$ cat src/sv/gtg_pkg.sv
// Package for the go-to-goal controller: widths, codes, constants and types.
// No dependencies.
package gtg_pkg;
  localparam int QUEUE_DEPTH = 16;
  localparam int QW = $clog2(QUEUE_DEPTH);
  localparam int CW = $clog2(QUEUE_DEPTH + 1);
  localparam int CORDIC_STEPS = 13;
  localparam logic signed [17:0] PI_Q = 18'sd12868;
  localparam logic signed [17:0] TWO_PI_Q = 18'sd25736;

  typedef enum logic [1:0] {
    FUNC_POSE = 2'd0,
    FUNC_ENQ  = 2'd1,
    FUNC_TICK = 2'd2,
    FUNC_NONE = 2'd3
  } func_t;

  typedef enum logic [2:0] {
    ST_MOVING   = 3'd0,
    ST_IDLE     = 3'd1,
    ST_CAPTURED = 3'd2,
    ST_QUEUED   = 3'd3,
    ST_DROPPED  = 3'd4,
    ST_POSE     = 3'd5
  } status_t;

  typedef enum logic [1:0] {
    REG_LIN_GAIN = 2'd0,
    REG_ANG_GAIN = 2'd1,
    REG_RADIUS   = 2'd2
  } reg_idx_t;

  typedef enum logic [2:0] {
    S_IDLE, S_READ, S_SETUP, S_ITER, S_MUL, S_DONE
  } state_t;

  // Entry of the target queue.
  typedef struct packed {
    logic signed [15:0] x;
    logic signed [15:0] y;
    logic [7:0] id;
  } target_t;

  // Arctangent table, Q3.12.
  function automatic logic signed [17:0] atan_tab(input logic [3:0] i);
    case (i)
      4'd0: atan_tab = 18'sd3217;
      4'd1: atan_tab = 18'sd1899;
      4'd2: atan_tab = 18'sd1003;
      4'd3: atan_tab = 18'sd509;
      4'd4: atan_tab = 18'sd256;
      4'd5: atan_tab = 18'sd128;
      4'd6: atan_tab = 18'sd64;
      4'd7: atan_tab = 18'sd32;
      4'd8: atan_tab = 18'sd16;
      4'd9: atan_tab = 18'sd8;
      4'd10: atan_tab = 18'sd4;
      4'd11: atan_tab = 18'sd2;
      4'd12: atan_tab = 18'sd1;
      default: atan_tab = 18'sd0;
    endcase
  endfunction

  // Single wrap into minus pi to pi.
  function automatic logic signed [17:0] wrap_once(input logic signed [17:0] a);
    logic signed [17:0] r;
    r = a;
    if (r > PI_Q) r = r - TWO_PI_Q;
    if (r < -PI_Q) r = r + TWO_PI_Q;
    wrap_once = r;
  endfunction
endpackage

$ cat src/sv/gtg_if.sv
// Valid/ready channel interfaces for input and result beats.
// Depends on gtg_pkg.
interface gtg_in_if import gtg_pkg::*; (input logic clk);
  logic valid;
  logic ready;
  logic [1:0] func;
  logic signed [15:0] pos_x;
  logic signed [15:0] pos_y;
  logic signed [15:0] heading;
  logic [7:0] target_id;
  modport source (output valid, func, pos_x, pos_y, heading, target_id, input ready);
  modport sink (input valid, func, pos_x, pos_y, heading, target_id, output ready);
endinterface

interface gtg_out_if import gtg_pkg::*; (input logic clk);
  logic valid;
  logic ready;
  logic [2:0] status;
  logic [15:0] linear_speed;
  logic signed [15:0] angular_speed;
  logic [7:0] caught_id;
  modport source (output valid, status, linear_speed, angular_speed, caught_id, input ready);
  modport sink (input valid, status, linear_speed, angular_speed, caught_id, output ready);
endinterface

$ cat src/sv/gtg_queue_ram.sv
// Target queue memory: one write port, one registered read port.
// Depends on gtg_pkg.
module gtg_queue_ram import gtg_pkg::*; (
  input  logic clk,
  input  logic we,
  input  logic [QW-1:0] waddr,
  input  target_t wdata,
  input  logic [QW-1:0] raddr,
  output target_t rdata
);
  target_t mem [QUEUE_DEPTH];

  // Synchronous write and read.
  always_ff @(posedge clk) begin
    if (we) mem[waddr] <= wdata;
    rdata <= mem[raddr];
  end
endmodule

$ cat src/sv/gtg_isqrt.sv
// Bit-serial integer square root, two radicand bits per cycle.
// Depends on gtg_pkg.
module gtg_isqrt import gtg_pkg::*; (
  input  logic clk,
  input  logic rst,
  input  logic start,
  input  logic [33:0] radicand,
  output logic busy,
  output logic [16:0] root
);
  logic [33:0] rem;
  logic [33:0] res;
  logic [33:0] bitv;
  logic [33:0] trial;

  assign trial = res + bitv;
  assign root = res[16:0];

  // One result bit per cycle, seventeen result bits in all.
  always_ff @(posedge clk) begin
    if (rst) begin
      busy <= 1'b0;
    end else if (start) begin
      busy <= 1'b1;
      rem <= radicand;
      res <= '0;
      bitv <= 34'h1 << 32;
    end else if (busy) begin
      if (rem >= trial) begin
        rem <= rem - trial;
        res <= (res >> 1) + bitv;
      end else begin
        res <= res >> 1;
      end
      bitv <= bitv >> 2;
      if (bitv[0]) busy <= 1'b0;
    end
  end
endmodule

$ cat src/sv/go_to_goal_pursuit_controller_core.sv
// Go-to-goal controller top level: queue memory, pose, CORDIC and sequencer.
// Depends on gtg_pkg, gtg_if, gtg_queue_ram, gtg_isqrt.
// Sequence: pose, enqueue and idle ticks pass through read and done; a steering tick passes through
// read, setup, iterate (until both the CORDIC and the 17-step root finish), multiply and done.
// One item at a time: the next beat can be taken in the cycle after the result is. Reset
// (rst, synchronous) clears pose, queue pointers and gains to defaults.
module go_to_goal_pursuit_controller_core import gtg_pkg::*; (
  input  logic clk,
  input  logic rst,
  gtg_in_if.sink in_ch,
  gtg_out_if.source out_ch,
  input  logic cfg_we,
  input  logic [1:0] cfg_index,
  input  logic [15:0] cfg_data
);
  state_t state, state_next;
  logic [15:0] linear_gain, angular_gain;
  logic [14:0] capture_radius;
  logic [QW-1:0] head, tail;
  logic [CW-1:0] count;
  logic signed [15:0] rob_x, rob_y, rob_h;
  logic pose_known;
  logic [1:0] func;
  logic signed [15:0] in_x, in_y, in_h;
  logic enq_ok;
  target_t rdata;
  target_t wr_entry;
  logic ram_we;
  logic signed [16:0] dx, dy;
  logic [15:0] adx, ady;
  logic [31:0] dx_sq, dy_sq;
  logic signed [31:0] cx, cy;
  logic signed [17:0] cz;
  logic [3:0] iter;
  logic sq_start, sq_busy;
  logic [16:0] distance;
  logic [33:0] radicand;
  logic signed [17:0] err;
  logic [32:0] lin_prod;
  logic signed [34:0] ang_prod;
  logic signed [25:0] ang_sh;
  logic [2:0] status_r;
  logic [15:0] lin_r;
  logic signed [15:0] ang_r;
  logic [7:0] id_r;
  logic out_valid;
  logic accept;

  assign accept = in_ch.valid && in_ch.ready;
  assign in_ch.ready = (state == S_IDLE) && !out_valid;
  assign out_ch.valid = out_valid;
  assign out_ch.status = status_r;
  assign out_ch.linear_speed = lin_r;
  assign out_ch.angular_speed = ang_r;
  assign out_ch.caught_id = id_r;

  // Queue memory; enqueue writes at the tail, tick reads the head.
  assign ram_we = accept && (in_ch.func == FUNC_ENQ) && (count != CW'(QUEUE_DEPTH));
  assign wr_entry = '{x: in_ch.pos_x, y: in_ch.pos_y, id: in_ch.target_id};
  gtg_queue_ram u_ram (
    .clk(clk), .we(ram_we), .waddr(tail),
    .wdata(wr_entry),
    .raddr(head), .rdata(rdata)
  );

  // Squared distance from the offset magnitudes.
  assign adx = dx[16] ? 16'(-dx) : dx[15:0];
  assign ady = dy[16] ? 16'(-dy) : dy[15:0];
  assign dx_sq = adx * adx;
  assign dy_sq = ady * ady;
  assign radicand = {2'b00, dx_sq} + {2'b00, dy_sq};
  assign sq_start = (state == S_SETUP);
  gtg_isqrt u_sqrt (
    .clk(clk), .rst(rst), .start(sq_start), .radicand(radicand),
    .busy(sq_busy), .root(distance)
  );

  // Configuration registers.
  always_ff @(posedge clk) begin
    if (rst) begin
      linear_gain <= 16'd768;
      angular_gain <= 16'd768;
      capture_radius <= 15'd512;
    end else if (cfg_we) begin
      case (cfg_index)
        REG_LIN_GAIN: linear_gain <= cfg_data;
        REG_ANG_GAIN: angular_gain <= cfg_data;
        REG_RADIUS: capture_radius <= cfg_data[14:0];
        default: ;
      endcase
    end
  end

  // State register.
  always_ff @(posedge clk) begin
    if (rst) state <= S_IDLE;
    else state <= state_next;
  end

  // Next-state logic.
  always_comb begin
    state_next = state;
    case (state)
      S_IDLE: if (accept) state_next = S_READ;
      S_READ: begin
        if (func == FUNC_TICK && pose_known && count != '0) state_next = S_SETUP;
        else state_next = S_DONE;
      end
      S_SETUP: state_next = S_ITER;
      S_ITER: if (iter == 4'(CORDIC_STEPS) && !sq_busy) state_next = S_MUL;
      S_MUL: state_next = S_DONE;
      S_DONE: state_next = S_IDLE;
      default: state_next = S_IDLE;
    endcase
  end

  assign dx = 17'(rdata.x) - 17'(rob_x);
  assign dy = 17'(rdata.y) - 17'(rob_y);
  assign err = wrap_once(cz - wrap_once(18'(rob_h)));
  assign ang_sh = 26'(ang_prod >>> 9);

  // Datapath and output register.
  always_ff @(posedge clk) begin
    if (rst) begin
      head <= '0; tail <= '0; count <= '0;
      pose_known <= 1'b0; rob_x <= '0; rob_y <= '0; rob_h <= '0;
      out_valid <= 1'b0;
    end else begin
      if (out_valid && out_ch.ready) out_valid <= 1'b0;
      if (accept) begin
        func <= in_ch.func; in_x <= in_ch.pos_x; in_y <= in_ch.pos_y;
        in_h <= in_ch.heading;
        enq_ok <= ram_we;
        if (ram_we) begin
          tail <= QW'((32'(tail) + 1) % QUEUE_DEPTH);
          count <= count + 1'b1;
        end
      end
      case (state)
        S_READ: begin
          lin_r <= '0; ang_r <= '0; id_r <= '0;
          case (func)
            FUNC_POSE: begin
              rob_x <= in_x; rob_y <= in_y; rob_h <= in_h;
              pose_known <= 1'b1; status_r <= ST_POSE;
            end
            FUNC_ENQ: status_r <= enq_ok ? ST_QUEUED : ST_DROPPED;
            default: status_r <= ST_IDLE;
          endcase
        end
        S_SETUP: begin
          iter <= '0;
          if (dx < 0) begin
            cx <= -(32'(dx) <<< 12); cy <= -(32'(dy) <<< 12);
            cz <= (dy >= 0) ? PI_Q : -PI_Q;
          end else begin
            cx <= 32'(dx) <<< 12; cy <= 32'(dy) <<< 12; cz <= '0;
          end
        end
        S_ITER: begin
          if (iter != 4'(CORDIC_STEPS)) begin
            if (cy >= 0) begin
              cx <= cx + (cy >>> iter); cy <= cy - (cx >>> iter);
              cz <= cz + atan_tab(iter);
            end else begin
              cx <= cx - (cy >>> iter); cy <= cy + (cx >>> iter);
              cz <= cz - atan_tab(iter);
            end
            iter <= iter + 1'b1;
          end
          lin_prod <= 33'(linear_gain) * 33'(distance);
          ang_prod <= 35'(signed'({1'b0, angular_gain})) * 35'(err);
        end
        S_MUL: begin
          if (distance > 17'(capture_radius)) begin
            status_r <= ST_MOVING;
            lin_r <= (lin_prod[32:8] > 25'd65535) ? 16'hFFFF : lin_prod[23:8];
            if (ang_sh > 26'sd32767) ang_r <= 16'sh7FFF;
            else if (ang_sh < -26'sd32768) ang_r <= 16'sh8000;
            else ang_r <= ang_sh[15:0];
          end else begin
            status_r <= ST_CAPTURED;
            id_r <= rdata.id;
            head <= QW'((32'(head) + 1) % QUEUE_DEPTH);
            count <= count - 1'b1;
          end
        end
        S_DONE: out_valid <= 1'b1;
        default: ;
      endcase
    end
  end

  // The queue count never exceeds its depth.
  assert property (@(posedge clk) disable iff (rst) count <= CW'(QUEUE_DEPTH))
    else $error("queue count overflow");
  // No new beat is taken while a result waits.
  assert property (@(posedge clk) disable iff (rst) out_valid |-> !in_ch.ready)
    else $error("input taken while result pending");
  // A capture pops exactly one entry.
  assert property (@(posedge clk) disable iff (rst)
    (state == S_MUL && distance <= 17'(capture_radius)) |=> count == $past(count) - 1'b1)
    else $error("capture did not pop");
endmodule
$ cat src/flat_wrapper.sv
// flat-port wrapper written by rule: the top's interface ports become plain ports
module go_to_goal_pursuit_controller_core_flat import gtg_pkg::*;
  (clk, rst, cfg_we, cfg_index, cfg_data, in_ch_valid, in_ch_func, in_ch_pos_x, in_ch_pos_y, in_ch_heading, in_ch_target_id, in_ch_ready, out_ch_valid, out_ch_status, out_ch_linear_speed, out_ch_angular_speed, out_ch_caught_id, out_ch_ready);
  gtg_in_if in_ch_i (.clk(clk));
  gtg_out_if out_ch_i (.clk(clk));
  input  logic clk;
  input  logic rst;
  input  logic cfg_we;
  input  logic [1:0] cfg_index;
  input  logic [15:0] cfg_data;
  input wire logic [$bits(in_ch_i.valid)-1:0] in_ch_valid;
  input wire logic [$bits(in_ch_i.func)-1:0] in_ch_func;
  input wire logic [$bits(in_ch_i.pos_x)-1:0] in_ch_pos_x;
  input wire logic [$bits(in_ch_i.pos_y)-1:0] in_ch_pos_y;
  input wire logic [$bits(in_ch_i.heading)-1:0] in_ch_heading;
  input wire logic [$bits(in_ch_i.target_id)-1:0] in_ch_target_id;
  output wire logic [$bits(in_ch_i.ready)-1:0] in_ch_ready;
  output wire logic [$bits(out_ch_i.valid)-1:0] out_ch_valid;
  output wire logic [$bits(out_ch_i.status)-1:0] out_ch_status;
  output wire logic [$bits(out_ch_i.linear_speed)-1:0] out_ch_linear_speed;
  output wire logic [$bits(out_ch_i.angular_speed)-1:0] out_ch_angular_speed;
  output wire logic [$bits(out_ch_i.caught_id)-1:0] out_ch_caught_id;
  input wire logic [$bits(out_ch_i.ready)-1:0] out_ch_ready;
  assign in_ch_i.valid = in_ch_valid;
  assign in_ch_i.func = in_ch_func;
  assign in_ch_i.pos_x = in_ch_pos_x;
  assign in_ch_i.pos_y = in_ch_pos_y;
  assign in_ch_i.heading = in_ch_heading;
  assign in_ch_i.target_id = in_ch_target_id;
  assign in_ch_ready = in_ch_i.ready;
  assign out_ch_valid = out_ch_i.valid;
  assign out_ch_status = out_ch_i.status;
  assign out_ch_linear_speed = out_ch_i.linear_speed;
  assign out_ch_angular_speed = out_ch_i.angular_speed;
  assign out_ch_caught_id = out_ch_i.caught_id;
  assign out_ch_i.ready = out_ch_ready;
  go_to_goal_pursuit_controller_core u_core (.clk(clk), .rst(rst), .in_ch(in_ch_i), .out_ch(out_ch_i), .cfg_we(cfg_we), .cfg_index(cfg_index), .cfg_data(cfg_data));
endmodule
$ cat config.mk
export PLATFORM = sky130hd
export DESIGN_NAME = go_to_goal_pursuit_controller_core_flat
export DESIGN_NICKNAME = d
export VERILOG_FILES = /design/src/sv/gtg_pkg.sv /design/src/sv/gtg_if.sv /design/src/sv/gtg_queue_ram.sv /design/src/sv/gtg_isqrt.sv /design/src/sv/go_to_goal_pursuit_controller_core.sv /design/src/flat_wrapper.sv
export SDC_FILE = /design/constraint.sdc
export NUM_CORES = 2
export LEC_CHECK = 0
export ABC_AREA = 1
export BUFFER_PORTS_ARGS = -buffer_cell sky130_fd_sc_hd__clkbuf_2
export CAP_MARGIN = 20
export CORE_MARGIN = 2
export CORE_UTILIZATION = 49
export CTS_CLUSTER_DIAMETER = 30
export DETAILED_ROUTE_END_ITERATION = 10
export PLACE_DENSITY_LB_ADDON = 0.15
export REMOVE_ABC_BUFFERS = 1
export SYNTH_ARGS = -nofsm -noshare
export SYNTH_HDL_FRONTEND = slang
export SYNTH_HIERARCHICAL = 1
export SYNTH_SLANG_ARGS = --single-unit
$ cat constraint.sdc
create_clock -name clk -period 31.1 [get_ports clk]
set_input_delay 6.22 -clock clk [delete_from_list [all_inputs] [get_ports clk]]
set_output_delay 6.22 -clock clk [all_outputs]
set_load 0.05 [all_outputs]
* Word-level counts from Yosys, hierarchy flattened
Memory sizes are Yosys's and may differ from the RTL's. A register that Yosys moved wholly into a read port is not among the register bits.
Index checks and enable logic that the tools add are counted.
** Word-level totals
- Memories kept :: 3
- Memory bits (writable) :: 640
- Bits in registers :: 447
- Input port bits :: 81
- Memory bits (read-only) :: 384
- Word-level logic and storage cells :: 197
** Cells by class
- Reduce and logical (&&, ||, !) cells :: 34
- Magnitude comparators :: 12
- Shifts and indexed selects :: 2
- Multiplexer cells :: 65
- $add $sub $neg :: 26
- Equality and inequality tests :: 18
- Bitwise operators :: 2
- $mul :: 4
** Memory list
- u_core.u_ram.mem :: depth 16, bits a word 40, read ports 1, clocked after memory_dff 1, write ports 1, line gtg_queue_ram.sv:11 : target_t mem [QUEUE_DEPTH];
- (no name shown) :: depth 16, bits a word 12, read ports 1, clocked after memory_dff 1, write ports 0, line gtg_pkg.sv:46 : case (i)
- (no name shown) :: depth 16, bits a word 12, read ports 1, clocked after memory_dff 1, write ports 0, line gtg_pkg.sv:46
** Operators by type and width (number)
- 2-to-1 mux 18 bit :: 16
- 2-to-1 mux 32 bit :: 6
- 2-to-1 mux 34 bit :: 5
- case mux 32 bit (2 select lines) :: 2
- 2-to-1 mux 16 bit :: 7
- adder 32 bit :: 2
- multiplier 16 x 16 -> 32 bit :: 2
- negation 29 -> 32 bit :: 2
- case mux 16 bit (2 select lines) :: 2
- >>> shifter 32 x 4 -> 32 bit :: 2
- subtractor 32 bit :: 2
- adder 18 x 16 -> 18 bit (second input constant) :: 2
- less-than comparator 18 x 15 -> 1 bit (second input constant) :: 2
- case mux 18 bit (2 select lines) :: 1
- subtractor 18 bit :: 2
- multiplier 17 x 18 -> 35 bit :: 1
- adder 33 x 33 -> 34 bit :: 1
- adder 34 x 33 -> 34 bit :: 1
- >= comparator 34 bit :: 1
- subtractor 16 x 16 -> 17 bit :: 2
- subtractor 34 bit :: 1
- adder 32 x 32 -> 33 bit :: 1
- multiplier 16 x 17 -> 33 bit :: 1
- 2-to-1 mux 33 bit :: 1
- other kinds (45) :: 98

* Logic depth before layout (Yosys ltp)
- Depth in word-level cells :: 10
- Gate-level depth with buffers :: 80

* Hierarchy
Netlist, hierarchy kept.
** Modules (own cells, without submodules)
- go_to_goal_pursuit_controller_core :: instances 1, cells an instance 7575, seq. area each 9439.1 um2, area each 60027.6 um2
- gtg_queue_ram :: instances 1, cells an instance 2643, seq. area each 20019.2 um2, area each 28318.4 um2
- gtg_isqrt :: instances 1, cells an instance 1524, seq. area each 2572.5 um2, area each 9708.1 um2

* Worst setup path after synthesis
Ideal clock, no wire load.
- Path type :: flip-flop to flip-flop
- Start point :: register u_core.rob_h[3]
- End point :: register u_core.ang_prod[33] (data pin)
- Setup slack :: 19701 ps
- Cell stages (with the launch flop) :: 72
- Period minus slack after synthesis :: 11399 ps
- Data arrival time :: 11134 ps
- Cells stage by stage :: dfxtp_1 > inv_2 > ha_1 > nand3_1 > nand2_1 > nand2_1 > xor2_1 > inv_1 > o21ai_2 > inv_1 > nor2_1 > nor2_1 > nand3_1 > nand2_1 > nor2_1 > clkbuf_1 > nand2_1 > xnor2_1 > (+36 left out) > fa_1 > fa_1 > inv_1 > fa_1 > inv_1 > ha_1 > nand2_1 > nor2_1 > nand3_1 > o2111ai_1 > a21o_1 > nand2_1 > nand2_1 > a21oi_1 > o21ai_0 > a21boi_0 > o21ai_0 > xor2_1
** On the way
- Cells in the longest elaborated chain, start to end :: 10
- Elaborated cells between the ends (all ways) :: 14
- Classes of those cells :: 5 x add/sub; 1 x mul; 4 x order compare; 4 x mux
** RTL lines
- from (decl) :: line go_to_goal_pursuit_controller_core.sv:21 : logic signed [15:0] rob_x, rob_y, rob_h;
- from (signal assigned) :: line go_to_goal_pursuit_controller_core.sv:144 : rob_x <= in_x; rob_y <= in_y; rob_h <= in_h;
- subtractor 16 x 16 -> 17 bit / greater-than comparator 16 x 15 -> 1 bit (equally long branches) :: line gtg_pkg.sv:68 : if (r > PI_Q) r = r - TWO_PI_Q;
- 2-to-1 mux 18 bit * :: line gtg_pkg.sv:68
- adder 18 x 16 -> 18 bit / less-than comparator 18 x 15 -> 1 bit (equally long branches) :: line gtg_pkg.sv:69 : if (r < -PI_Q) r = r + TWO_PI_Q;
- 2-to-1 mux 18 bit * :: line gtg_pkg.sv:69
- subtractor 18 bit * :: line go_to_goal_pursuit_controller_core.sv:119 : assign err = wrap_once(cz - wrap_once(18'(rob_h)));
- subtractor 18 x 16 -> 18 bit / greater-than comparator 18 x 15 -> 1 bit (equally long branches) :: line gtg_pkg.sv:68
- 2-to-1 mux 18 bit * :: line gtg_pkg.sv:68
- adder 18 x 16 -> 18 bit / less-than comparator 18 x 15 -> 1 bit (equally long branches) :: line gtg_pkg.sv:69
- 2-to-1 mux 18 bit * :: line gtg_pkg.sv:69
- multiplier 17 x 18 -> 35 bit * :: line go_to_goal_pursuit_controller_core.sv:172 : ang_prod <= 35'(signed'({1'b0, angular_gain})) * 35'(err);
- to (signal assigned) :: line go_to_goal_pursuit_controller_core.sv:172
- to (decl) :: line go_to_goal_pursuit_controller_core.sv:40 : logic signed [34:0] ang_prod;
Mark *: on every way between the ends. The rest lies on a longest branch, timed or not.
A chain may end at the register's enable or synchronous reset.

* Final worst setup path
- Start point :: register u_core.rob_h[10]
- End point :: register u_core.ang_prod[33] (data pin)
Same word-level chain as after synthesis.

==> results.py <==
metrics = {
    "synth": {
        "synth_flop_cell": "edfxtp_1",
        "yosys.area.top_type_share_pct": 29.3,
        "synth_cell_types": 63,
        "synth_top_cell_by_area": "edfxtp_1",
        "syn_inst": 11700,
        "yosysSeqAreaShare_pct": 32.7,
        "synth_area_leaders": "edfxtp_1 29%, fa_1 18%, nand2_1 10%",
        "yosys_warnings": 6,
        "synth-edff-count": 956,
        "netlist_area_um2": 98100,
        "async_flop_share_pct": 0,
        "synth-seq-cells": 1122,
        "avgSynthCellArea_um2": 8.35,
    },
    "worst_setup_path": {
        "r2r-end": "u_core/ang_prod[33]$_DFFE_PP_",
        "r2r_cells": 65,
        "cp-start-kind": "register",
        "ff2ff_setup_slack_ns": 16.84,
        "cp.depth": 65,
        "required_ns": 31.71,
        "crit_top_cell": "nand2_1",
        "cp.arrival_ns": 14.87,
        "crit_buf_inv": 10,
        "cpMaxStageDelayCell": "ha_1",
        "rr_startpoint": "u_core/rob_h[10]$_SDFFE_PP0P_",
        "max_stage_delay_ns": 0.63,
        "crit_type": "reg -> reg",
        "crit_path_end_kind": "register",
        "crit_fanout": 22,
        "cp_top_family": "simple AND/OR/NAND/NOR gates",
    },
    "cells_and_area": {
        "drive_gt1_share_pct": 6.98,
        "final-seq-area_um2": 32000,
        "area_delta_synth_final_pct": 13.0,
        "fin_nets": 13400,
        "multi_input_area_um2": 54800,
        "num-fill-cells": 18200,
        "final_cell_mix": "2693 x nand2_1, 2436 x inv_1, 956 x edfxtp_1, 888 x fa_1, 819 x nor2_1",
        "final_common_cell": "nand2_1",
    },
    "cts": {
        "clk_pin_slew_worst_paths_ns": 0.04,
        "numCtsBuffers": 299,
        "h-tree-depth": 5,
        "root_buffer": "clkbuf_16",
        "clock_latency_ns": 0.94,
        "cts_setup_buffers": 0,
        "post_cts_resized": 0,
        "cts_tree": "built",
        "cts-hold-fix-buffers": 0,
        "cts_num_sinks": 1122,
        "clock_path_buffers": 4,
    },
    "placed_design": {
        "dp_hpwl_mm": 190,
        "io_buffers": 125,
        "pre_cts_ws_ns": 16.90,
        "gp_congestion": 0.924,
    },
    "sta": {
        "rsz0062_at_grt": "no",
        "tns_ns": 0,
        "slew_viol_final": 0,
        "report.final.hold_viol_count": 0,
        "setup_slack_ns": 16.84,
        "fin_skew_ns": 0.108,
        "maxSlewHeadroom_pct": 21.5,
        "fmax_mhz": 70.1,
        "min_period_ns": 14.26,
        "worstMarginPinSlew_ns": 1.18,
        "min_period_over_period_pct": 45.9,
        "finalSetupViolCount": 0,
    },
    "detailed_routing": {
        "drt_iter0_markers": 5498,
        "drtPass1Iterations": 6,
        "vias": 77400,
        "viasPerCell": 5.25,
        "wl_per_cell_um": 18.5,
        "drc": 0,
        "ant_nets": 0,
        "routed_wl_mm": 273,
    },
    "global_routing": {
        "grt_pass1_wl_mm": 434,
        "grt_use_met2_pct": 45.6,
        "use_met3_pct": 4.07,
        "grt_pass1_vias": 79300,
        "antenna_found_initial": 8,
        "top_usage_layer": "met2",
        "grt_max_degree": 185,
        "grt.total_usage_pct": 27.0,
        "overflow": 0,
        "grtUsageMet1_pct": 34.5,
    },
    "floorplanning": {
        "start_util_pct": 49.2,
        "num_io_pins": 126,
        "die_area_um2": 204000,
        "coreArea_um2": 199000,
        "rows": 164,
        "die_w_um": 451,
        "dieHeight_um": 451,
    },
    "hold_path": {
        "holdPathStages": 2,
        "whs_endpoint": "u_core/rob_x[14]$_SDFFE_PP0P_",
        "hold_path_class": "reg -> reg",
        "min_from": "u_core/rob_x[14]$_SDFFE_PP0P_",
    },
    "flow_run": {
        "maxCapViolations": 0,
    },
    "status": {
        "status": "finished, final reports clean",
    },
}
logic make-up after synthesis:
logic type                 share of synthesized area (%)
other                                            0.00382
AOI/OAI and AO/OA                                   6.79
muxes                                              0.368
DFF                                                 32.7
buffers and inverters                               11.7
adders and majority gates                           26.0
xor gates and xnor gates                            2.98
and+or+nand+nor                                     19.6
Yosys cell counts (23+ instances only):
library cell and instances:
inv_1 2442, buf_2 91, o21bai_1 34, fa_1 888, buf_6 34, nand3b_1 23, nand3_1 767, xor2_1 220
buf_4 33, nand2_1 2694, edfxtp_1 956, o21a_1 29, or2_2 29, nor3_1 69, mux2i_1 36, dfxtp_1 166
clkbuf_1 236, ha_1 614, xnor2_1 112, a21oi_1 472, a31oi_1 23, nand4_1 91, o21ai_0 533, nor2_1 840
nand2_2 30, buf_1 34
metal layers:
metal | routed length (um) | part of all wire [%] | vias to the layer above
met3 | 15700 | 5.8 | 610
met1 | 115000 | 42 | 37500
met4 | 11400 | 4.2 | 10
met2 | 131000 | 48 | 2269
li1 | - | - | 37000
met5 | 67 | 0.025 | -
sequential cells by signal, summed over array words and instances, names as in the netlist, 5 cells and up, named ones only:
signal / flops
u_core/in_y: 16
u_core/out_ch.caught_id: 8
u_core/cz: 18
u_core/rob_y: 16
u_core/out_ch.linear_speed: 16
u_core/u_ram/mem: 640
u_core/u_sqrt/rem: 34
u_core/capture_radius: 15
u_core/u_sqrt/res: 34
u_core/lin_prod: 25
u_core/rob_x: 16
u_core/cy: 32
u_core/out_ch.angular_speed: 16
u_core/in_x: 16
u_core/in_h: 16
u_core/u_sqrt/bitv: 17
u_core/u_ram/rdata: 40
u_core/cx: 32
u_core/linear_gain: 16
u_core/count: 5
u_core/ang_prod: 26
u_core/angular_gain: 16
u_core/rob_h: 16
worst register-to-register path, delay by kind of cell (launching register included):
family	cells	cell delay (ns)
simple gates	30	4.42
fa+ha+maj	9	4.13
compound gates	14	3.06
xor+xnor	2	0.55
buf+inv	10	1.37
flops	1	0.44
stage by stage:
| stage | hold WS [ns] | instance area (um2) | util, % | instances |
|---|---|---|---|---|
| after floorplan | 0.429 | 95900 | - | 11300 |
| after global placement | 0.449 | 101000 | 50.6 | 14200 |
| after detailed placement | 0.455 | 101000 | 50.6 | 14200 |
| after CTS | 0.461 | 111000 | 55.6 | 14700 |
| after global routing | 0.481 | 111000 | 55.6 | 14700 |
| final | 0.461 | 111000 | 55.6 | 14700 |
final cells by class:
| cell class | count | share of cell area [%] |
|---|---|---|
| timing repair buffer | 230 | 1.30 |
| tap | 2656 | 3.00 |
| clock buffer | 351 | 7.04 |
| inverter | 2477 | 8.41 |
| antenna | 5 | 0.0113 |
| clock inverter | 176 | 1.87 |
| sequential | 1122 | 28.9 |
| multi-input combinational | 7713 | 49.4 |
worst max-delay path by stage:
| stage | from | end |
|---|---|---|
| 2_1_floorplan | u_core/rob_h[10]$_SDFFE_PP0P_ | u_core/ang_prod[33]$_DFFE_PP_ |
| 3_3_place_gp | u_core/rob_h[7]$_SDFFE_PP0P_ | u_core/ang_prod[33]$_DFFE_PP_ |
| 3_5_place_dp | u_core/rob_h[10]$_SDFFE_PP0P_ | u_core/ang_prod[33]$_DFFE_PP_ |
| 4_1_cts | u_core/rob_h[10]$_SDFFE_PP0P_ | u_core/ang_prod[33]$_DFFE_PP_ |
| 5_1_grt | u_core/rob_h[10]$_SDFFE_PP0P_ | u_core/ang_prod[33]$_DFFE_PP_ |
| 6_report | u_core/rob_h[10]$_SDFFE_PP0P_ | u_core/ang_prod[33]$_DFFE_PP_ |
Power is not shown: default switching activity piles up to over one toggle a cycle in this logic, so the estimate is an artifact.
